File: src/hdl/cdt_pkg.sv
// ----------------------------------------------------------------------------
// cdt_pkg
// Shared types and constants of the countdown timer with warning blink.
// ----------------------------------------------------------------------------
package cdt_pkg;

    localparam int REM_W    = 26;   // remaining time in ms
    localparam int TOTAL_W  = 16;   // countdown length in s
    localparam int WARN_W   = 22;   // warning threshold in ms
    localparam int ELAPSED_W = 16;
    localparam int ACTION_W = 3;
    localparam int STATE_W  = 2;
    localparam int COLOR_W  = 2;
    localparam int PHASE_W  = 10;   // ms within one second
    localparam int QUOT_W   = 17;   // remaining / 1000

    localparam logic [REM_W-1:0]   NEAR_ZERO_MS  = REM_W'(100);
    localparam logic [PHASE_W-1:0] MS_PER_S      = PHASE_W'(1000);
    localparam logic [TOTAL_W-1:0] TOTAL_RESET_S = TOTAL_W'(25 * 60);
    localparam logic [WARN_W-1:0]  WARN_RESET_MS = WARN_W'(60000);
    localparam logic [REM_W-1:0]   FULL_RESET_MS = REM_W'(25 * 60 * 1000);

    // blink windows inside one second
    localparam logic [PHASE_W-1:0] QTR_PERIOD = PHASE_W'(250);
    localparam logic [PHASE_W-1:0] QTR_ON     = PHASE_W'(200);
    localparam logic [PHASE_W-1:0] HALF_PERIOD = PHASE_W'(500);
    localparam logic [PHASE_W-1:0] HALF_ON    = PHASE_W'(400);
    localparam logic [PHASE_W-1:0] FULL_ON    = PHASE_W'(800);

    // reciprocal of 1000 for the phase divider
    localparam int RECIP_SHIFT = 36;
    localparam int RECIP_W     = 27;
    localparam logic [RECIP_W-1:0] RECIP_1000 = RECIP_W'((64'd1 << RECIP_SHIFT) / 1000);

    typedef enum logic [STATE_W-1:0] {
        ST_WAITING = 2'd0,
        ST_RUNNING = 2'd1,
        ST_PAUSED  = 2'd2,
        ST_STOPPED = 2'd3
    } run_state_t;

    typedef enum logic [ACTION_W-1:0] {
        ACT_TICK  = 3'd0,
        ACT_START = 3'd1,
        ACT_PAUSE = 3'd2,
        ACT_RESET = 3'd3,
        ACT_STOP  = 3'd4
    } action_t;

    typedef enum logic [COLOR_W-1:0] {
        CLR_NORMAL  = 2'd0,
        CLR_BLINK   = 2'd1,
        CLR_IDLE    = 2'd2,
        CLR_STOPPED = 2'd3
    } color_t;

    typedef enum logic {
        CFG_TOTAL = 1'b0,
        CFG_WARN  = 1'b1
    } cfg_index_t;

    // timer status after one beat
    typedef struct packed {
        run_state_t       st;
        logic [REM_W-1:0] rem;
        logic             fin;
    } cdt_status_t;

endpackage

File: src/hdl/countdown_timer_with_warning_blink.sv
// ----------------------------------------------------------------------------
// countdown_timer_with_warning_blink
// Millisecond countdown timer with pause, stop and a blinking warning class.
// ----------------------------------------------------------------------------
// usage
//   s_ channel: one beat is a tick or a command. s_tuser carries the action
//   (tick, start, pause toggle, reset, stop), s_tdata the elapsed ms of a tick.
//   m_ channel: one beat per input beat, in order. m_tdata carries run state,
//   remaining ms and color class; m_tlast marks the tick that ended the count.
//   cfg_ port: total_seconds (index 0) and warn_ms (index 1), written while
//   idle; a new length is used on the next start or reset.
// timing
//   state update happens at the accepting edge; the color class runs through
//   a reciprocal multiply by 1/1000 and a remainder stage, so a result passes
//   state, divide and output registers. one beat per cycle unless m_tready stalls.
// reset
//   aresetn low: state waiting, remaining 1500 s, registers at defaults,
//   pipeline empty.
// stall
//   when m_tready is low the output beat holds; upstream stages keep filling
//   bubbles, and s_tready drops only once every stage holds a beat.
// ----------------------------------------------------------------------------
module countdown_timer_with_warning_blink
    import cdt_pkg::*;
(
    input  logic                aclk,
    input  logic                aresetn,
    // input channel
    input  logic                s_tvalid,
    output logic                s_tready,
    input  logic [15:0]         s_tdata,   // [15:0] elapsed_ms
    input  logic [7:0]          s_tuser,   // [2:0] action
    // result channel
    output logic                m_tvalid,
    input  logic                m_tready,
    output logic [31:0]         m_tdata,   // [1:0] run_state_out, [27:2] remaining_out,
                                           // [29:28] color_class
    output logic                m_tlast,   // finished
    // configuration
    input  logic                cfg_we,
    input  logic                cfg_index,
    input  logic [WARN_W-1:0]   cfg_wdata
);

    // configuration registers; full length kept in ms so start is a plain load
    logic [REM_W-1:0]  full_ms_reg;
    logic [WARN_W-1:0] warn_reg;
    logic [REM_W-1:0]  full_ms_next;

    assign full_ms_next = REM_W'(cfg_wdata[TOTAL_W-1:0]) * REM_W'(MS_PER_S);

    always_ff @(posedge aclk) begin
        if (!aresetn) begin
            full_ms_reg <= FULL_RESET_MS;
            warn_reg    <= WARN_RESET_MS;
        end else if (cfg_we) begin
            unique case (cfg_index_t'(cfg_index))
                CFG_TOTAL: full_ms_reg <= full_ms_next;
                CFG_WARN:  warn_reg    <= cfg_wdata;
                default: begin
                end
            endcase
        end
    end

    // pipeline occupancy: state stage, divide stage, output stage
    logic v_st_reg, v_div_reg, v_out_reg;
    logic adv_st, adv_div, adv_out;
    logic accept;

    assign adv_out = !v_out_reg || m_tready;
    assign adv_div = !v_div_reg || adv_out;
    assign adv_st  = !v_st_reg  || adv_div;
    assign s_tready = adv_st;
    assign accept   = s_tvalid && adv_st;

    always_ff @(posedge aclk) begin
        if (!aresetn) begin
            v_st_reg  <= 1'b0;
            v_div_reg <= 1'b0;
            v_out_reg <= 1'b0;
        end else begin
            if (accept)       v_st_reg <= 1'b1;
            else if (adv_div) v_st_reg <= 1'b0;
            if (adv_div) v_div_reg <= v_st_reg;
            if (adv_out) v_out_reg <= v_div_reg;
        end
    end

    // timer state; its registers double as the first pipeline stage
    cdt_status_t status_st, status_out;
    logic [COLOR_W-1:0] color;

    cdt_state u_state (
        .aclk       (aclk),
        .aresetn    (aresetn),
        .accept     (accept),
        .action     (s_tuser[ACTION_W-1:0]),
        .elapsed_ms (s_tdata[ELAPSED_W-1:0]),
        .full_ms    (full_ms_reg),
        .status     (status_st)
    );

    // color class, two registered stages
    cdt_color u_color (
        .aclk       (aclk),
        .en_div     (adv_div),
        .en_out     (adv_out),
        .status_in  (status_st),
        .warn_ms    (warn_reg),
        .status_out (status_out),
        .color      (color)
    );

    assign m_tvalid = v_out_reg;
    assign m_tdata  = {2'b00, color, status_out.rem, status_out.st};
    assign m_tlast  = status_out.fin;

endmodule

File: src/hdl/cdt_state.sv
// ----------------------------------------------------------------------------
// cdt_state
// Run state and remaining time, updated once per accepted beat.
// ----------------------------------------------------------------------------
module cdt_state
    import cdt_pkg::*;
(
    input  logic                 aclk,
    input  logic                 aresetn,
    input  logic                 accept,
    input  logic [ACTION_W-1:0]  action,
    input  logic [ELAPSED_W-1:0] elapsed_ms,
    input  logic [REM_W-1:0]     full_ms,
    output cdt_status_t          status
);

    run_state_t       st_reg, st_next;
    logic [REM_W-1:0] rem_reg, rem_next;
    logic             fin_reg, fin_next;
    logic [REM_W-1:0] rem_dec;

    assign rem_dec = (rem_reg > REM_W'(elapsed_ms)) ? rem_reg - REM_W'(elapsed_ms) : '0;

    always_comb begin
        st_next  = st_reg;
        rem_next = rem_reg;
        fin_next = 1'b0;
        unique case (action_t'(action))
            ACT_TICK: begin
                if (st_reg == ST_RUNNING) begin
                    rem_next = rem_dec;
                    if (rem_dec <= NEAR_ZERO_MS) begin
                        st_next  = ST_STOPPED;
                        fin_next = 1'b1;
                    end
                end
            end
            ACT_START: begin
                rem_next = full_ms;
                st_next  = ST_RUNNING;
            end
            ACT_PAUSE: begin
                if (st_reg == ST_RUNNING) st_next = ST_PAUSED;
                else if (st_reg == ST_PAUSED) st_next = ST_RUNNING;
            end
            ACT_RESET: begin
                rem_next = full_ms;
                st_next  = ST_WAITING;
            end
            ACT_STOP: begin
                if (st_reg == ST_RUNNING || st_reg == ST_PAUSED) st_next = ST_STOPPED;
            end
            default: begin
            end
        endcase
    end

    always_ff @(posedge aclk) begin
        if (!aresetn) begin
            st_reg  <= ST_WAITING;
            rem_reg <= FULL_RESET_MS;
            fin_reg <= 1'b0;
        end else if (accept) begin
            st_reg  <= st_next;
            rem_reg <= rem_next;
            fin_reg <= fin_next;
        end
    end

    assign status.st  = st_reg;
    assign status.rem = rem_reg;
    assign status.fin = fin_reg;

endmodule

File: src/hdl/cdt_color.sv
// ----------------------------------------------------------------------------
// cdt_color
// Two-stage color classifier: divide by 1000, then blink window compare.
// ----------------------------------------------------------------------------
module cdt_color
    import cdt_pkg::*;
(
    input  logic              aclk,
    input  logic              en_div,
    input  logic              en_out,
    input  cdt_status_t       status_in,
    input  logic [WARN_W-1:0] warn_ms,
    output cdt_status_t       status_out,
    output logic [COLOR_W-1:0] color
);

    localparam int PROD_W = REM_W + RECIP_W;

    // stage: reciprocal multiply and threshold compares
    logic [REM_W-1:0]  rsub;
    logic [PROD_W-1:0] prod;
    logic [WARN_W:0]   thr_qtr, thr_half, thr_full;

    assign rsub = (status_in.rem > NEAR_ZERO_MS) ? status_in.rem - NEAR_ZERO_MS : '0;
    assign prod = PROD_W'(rsub) * PROD_W'(RECIP_1000);
    assign thr_qtr  = (WARN_W+1)'(warn_ms >> 2) + (WARN_W+1)'(NEAR_ZERO_MS);
    assign thr_half = (WARN_W+1)'(warn_ms >> 1) + (WARN_W+1)'(NEAR_ZERO_MS);
    assign thr_full = (WARN_W+1)'(warn_ms) + (WARN_W+1)'(NEAR_ZERO_MS);

    cdt_status_t       stat_d_reg;
    logic [REM_W-1:0]  rsub_reg;
    logic [QUOT_W-1:0] quot_reg;
    logic              in_qtr_reg, in_half_reg, in_full_reg;

    always_ff @(posedge aclk) begin
        if (en_div) begin
            stat_d_reg  <= status_in;
            rsub_reg    <= rsub;
            quot_reg    <= prod[RECIP_SHIFT +: QUOT_W];
            in_qtr_reg  <= REM_W'(thr_qtr)  >= status_in.rem;
            in_half_reg <= REM_W'(thr_half) >= status_in.rem;
            in_full_reg <= REM_W'(thr_full) >= status_in.rem;
        end
    end

    // stage: remainder with one correction step, then blink windows
    logic [REM_W:0]    qk;
    logic [REM_W:0]    rdiff;
    logic [PHASE_W:0]  rnd;
    logic [PHASE_W-1:0] m;
    logic              blink_qtr, blink_half, blink_full;
    color_t            color_next;

    assign qk    = (REM_W+1)'(quot_reg) * (REM_W+1)'(MS_PER_S);
    assign rdiff = (REM_W+1)'(rsub_reg) - qk;
    assign rnd   = rdiff[PHASE_W:0];
    assign m     = (rnd >= (PHASE_W+1)'(MS_PER_S)) ? PHASE_W'(rnd - (PHASE_W+1)'(MS_PER_S))
                                                   : PHASE_W'(rnd);

    assign blink_qtr  = (m >= QTR_ON && m < QTR_PERIOD)
                     || (m >= QTR_PERIOD + QTR_ON && m < PHASE_W'(2 * QTR_PERIOD))
                     || (m >= PHASE_W'(2 * QTR_PERIOD + QTR_ON)
                         && m < PHASE_W'(3 * QTR_PERIOD))
                     || (m >= PHASE_W'(3 * QTR_PERIOD + QTR_ON));
    assign blink_half = (m >= HALF_ON && m < HALF_PERIOD) || (m >= HALF_PERIOD + HALF_ON);
    assign blink_full = (m >= FULL_ON);

    always_comb begin
        if (stat_d_reg.st == ST_STOPPED)      color_next = CLR_STOPPED;
        else if (stat_d_reg.st != ST_RUNNING) color_next = CLR_IDLE;
        else if (in_qtr_reg)                  color_next = blink_qtr  ? CLR_BLINK : CLR_NORMAL;
        else if (in_half_reg)                 color_next = blink_half ? CLR_BLINK : CLR_NORMAL;
        else if (in_full_reg)                 color_next = blink_full ? CLR_BLINK : CLR_NORMAL;
        else                                  color_next = CLR_NORMAL;
    end

    cdt_status_t stat_o_reg;
    color_t      color_reg;

    always_ff @(posedge aclk) begin
        if (en_out) begin
            stat_o_reg <= stat_d_reg;
            color_reg  <= color_next;
        end
    end

    assign status_out = stat_o_reg;
    assign color      = color_reg;

endmodule
File: config.mk
export PLATFORM = sky130hd
export DESIGN_NAME = countdown_timer_with_warning_blink
export DESIGN_NICKNAME = d
export VERILOG_FILES = /design/src/hdl/cdt_pkg.sv /design/src/hdl/countdown_timer_with_warning_blink.sv /design/src/hdl/cdt_state.sv /design/src/hdl/cdt_color.sv
export SDC_FILE = /design/constraint.sdc
export NUM_CORES = 1
export LEC_CHECK = 0
export BUFFER_PORTS_ARGS = -buffer_cell sky130_fd_sc_hd__buf_2
export CAP_MARGIN = 20
export CORE_ASPECT_RATIO = 1.25
export CORE_MARGIN = 4
export CORE_UTILIZATION = 40
export CTS_BUF_LIST = sky130_fd_sc_hd__clkbuf_4 sky130_fd_sc_hd__clkbuf_8 sky130_fd_sc_hd__clkbuf_16
export CTS_CLUSTER_SIZE = 12
export DETAILED_ROUTE_END_ITERATION = 6
export GPL_ROUTABILITY_DRIVEN = 1
export HOLD_SLACK_MARGIN = 0.08
export PLACE_DENSITY = 0.63
export SLEW_MARGIN = 20
export SYNTH_ARGS = -nofsm -noshare
export SYNTH_HDL_FRONTEND = slang
export SYNTH_HIERARCHICAL = 1
export SYNTH_SLANG_ARGS = --single-unit
File: constraint.sdc
create_clock -name aclk -period 8.4 [get_ports aclk]
set_clock_uncertainty 0.15 [all_clocks]
set_input_delay 1.68 -clock aclk [delete_from_list [all_inputs] [get_ports aclk]]
set_output_delay 1.68 -clock aclk [all_outputs]
set_load 0.02 [all_outputs]
==> impl_metrics.csv <==
group,metric,value,unit
timing,max_freq,123,MHz
placement,port_buffers,79,
drt,firstDrtPassIters,5,
floorplan,io_pins,87,
layout,antenna_cells,0,
timing,hold_viol,0,
placement,gp_congestion,0.925,
grt,track_usage,19.9,%
setup_path,crit_required,8450,ps
setup_path,cpMostUsedCell,"fa_1",
synth,yosys_register_bits,159,
drt,wl_per_cell,18.2,um
synth,synth_area_leaders,"ha_1, fa_1, edfxtp_1",
drt,vias,17900,
layout,num-nets-final,3335,
drt,viasPerCell,5.25,
layout,layout.cells.non_filler,3400,
floorplan,coreArea,57400,sq um
drt,drt_iter0_drc,955,
synth,synth_cell_types,104,
grt,grt_overflow,0,
synth,synth_area_leader_cell,"ha_1",
synth,synth_enable_flop_cells,82,
grt,grt_pass1_vias,18700,
grt,antenna_found_initial,1,
synth,ys.flop_type,"edfxtp_1",
layout,drive_gt1_share,12.3,%
job,drv_cap,0,
clock_network,ctsHoldBuffers,0,
drt,drt_wl_total,61800,um
clock_network,cts_root_buf,"clkbuf_16",
grt,grt_pass1_wl,99800,um
setup_path,worstPathMaxFanout,6,
floorplan,fp.dieH,277,um
clock_network,cts_buffer_depth,2,
clock_network,cts_max_level,4,
setup_path,cp-end-kind,"flop",
setup_path,slowest_stage,"fa_1",
clock_network,path_clk_slew,70,ps
timing,period_minus_slack,8120,ps
placement,place_inst,3355,
synth,synth_top_area_share,21.5,%
synth,synth_area,23200,sq um
setup_path,startpoint_type,"flop",
floorplan,row_count,98,
timing,drv_slew,0,
timing,period_share,96.7,%
floorplan,start_util,40.5,%
setup_path,worstSetupPathType,"flop to flop",
drt,antenna_left,0,
drt,drc,0,
synth,yosysMostFrequentCell,"inv_1",
synth,synthTopCellsByCount,"inv_1, ha_1, fa_1, nand2_1, nor2_1",
clock_network,numCtsBuffers,17,
synth,synthCells,2492,
synth,ys_seq_area_share,17.2,%
synth,synthArstFlopShare,0,%
placement,dp_hpwl,51900,um
clock_network,cts_num_sinks,159,
layout,synthToLayoutAreaGrowth,12.5,%
timing,setup_violations,0,
timing,whs,269,ps
synth,syn_area_per_cell,9.32,sq um
floorplan,die_x,224,um
timing,worst_pin_slew,922,ps
setup_path,arrival,8170,ps
synth,ys_warn_count,6,
worst_hold_path,hold_path.class,"flop to flop",
clock_network,clk_latency,450,ps
clock_network,cts_tree,"done",
run_status,status,"finished clean",
timing,max_slew_margin,38.4,%
floorplan,dieArea,62000,sq um
grt,grt_max_degree,89,
setup_path,critPathMaxStageDelay,540,ps
logic make-up (layout without fill, tap and decap cells):
logic type	after synthesis	in the layout	synth area share [%]
flip-flops	159	159	17.2
multiplexers	7	7	0.307
XOR/XNOR	157	157	6.13
AO/OA/AOI/OAI	394	394	11.9
adder cells (fa/ha/maj)	646	646	42.8
AND/OR/NAND/NOR	563	563	12.3
buffers and inverters	565	719	9.33
other	1	5	0.0162
cells in the final DEF (no fill, tap or decap), drive strengths merged, types with 27 or more instances in the layout:
| master | synthesis | routed |
|---|---|---|
| nor2 | 118 | 118 |
| buf | 18 | 185 |
| o211ai | 35 | 35 |
| xnor2 | 98 | 98 |
| a21boi | 27 | 27 |
| ha | 399 | 399 |
| xor2 | 58 | 58 |
| nand2 | 172 | 172 |
| fa | 247 | 247 |
| nor3 | 34 | 34 |
| nand3 | 56 | 56 |
| dfxtp | 77 | 77 |
| edfxtp | 82 | 82 |
| a21o | 42 | 42 |
| o21ai | 61 | 61 |
| inv | 500 | 505 |
| a21oi | 92 | 92 |
final timing paths:
path	startpoint	end	slack, ps	depth (start not counted)
min	u_color/stat_d_reg[20]	u_color/status_out[20]	270	0
max	u_state/rem_reg[11]	u_color/quot_reg[7]	280	34
min reg2reg	u_color/stat_d_reg[20]	u_color/status_out[20]	270	0
max reg2reg	u_state/rem_reg[11]	u_color/quot_reg[7]	280	34
worst max-delay path, delay by kind of cell, from the launching register on:
kind,cells,cell delay (ps)
and+or+nand+nor,8,1310
DFF,1,340
xor gates and xnor gates,1,70
adders and majority gates,8,3380
AOI/OAI and AO/OA,10,1640
buffers and inverters,7,950
repair_timing:
item / in CTS / in global routing
cloned: 0 / 2
pin swaps: 0 / 41
resized for setup: 8 / 73
setup endpoints to repair: 5 / 6
setup buffers: 0 / 11
final cells by class:
cell class,count,area [sq um]
fill,5510,31300
multi-input combinational,1772,17400
sequential,159,4010
inverter,500,1900
timing repair buffer,187,1280
tap,750,938
clock buffer,17,425
clock inverter,15,148
per-stage QoR:
stage | setup TNS [ps] | util (%) | instance area, sq um | worst slack (ps)
after CTS | 0 | 44.6 | 25600 | 30.4
after global placement | -235 | 43.6 | 25000 | -137
final | 0 | 45.5 | 26100 | 281
after detailed placement | -949 | 43.6 | 25000 | -267
after global routing | -102 | 45.5 | 26100 | -55.0
after floorplan | 0 | - | 23200 | 14.4
layer usage:
metal | part of all wire (%) | routed length (um) | track usage [%] | vias to the layer above
li1 | - | - | - | 8598
met1 | 44 | 27200 | 26.5 | 8762
met2 | 49 | 30400 | 34.1 | 413
met3 | 3.9 | 2420 | 2.28 | 85
met4 | 2.9 | 1800 | 6.13 | 0
met5 | 0 | 0 | 0 | -
Power is left out: the tool's default activity adds up to more than one toggle a clock period on the data nets, which glitch-free logic cannot reach.
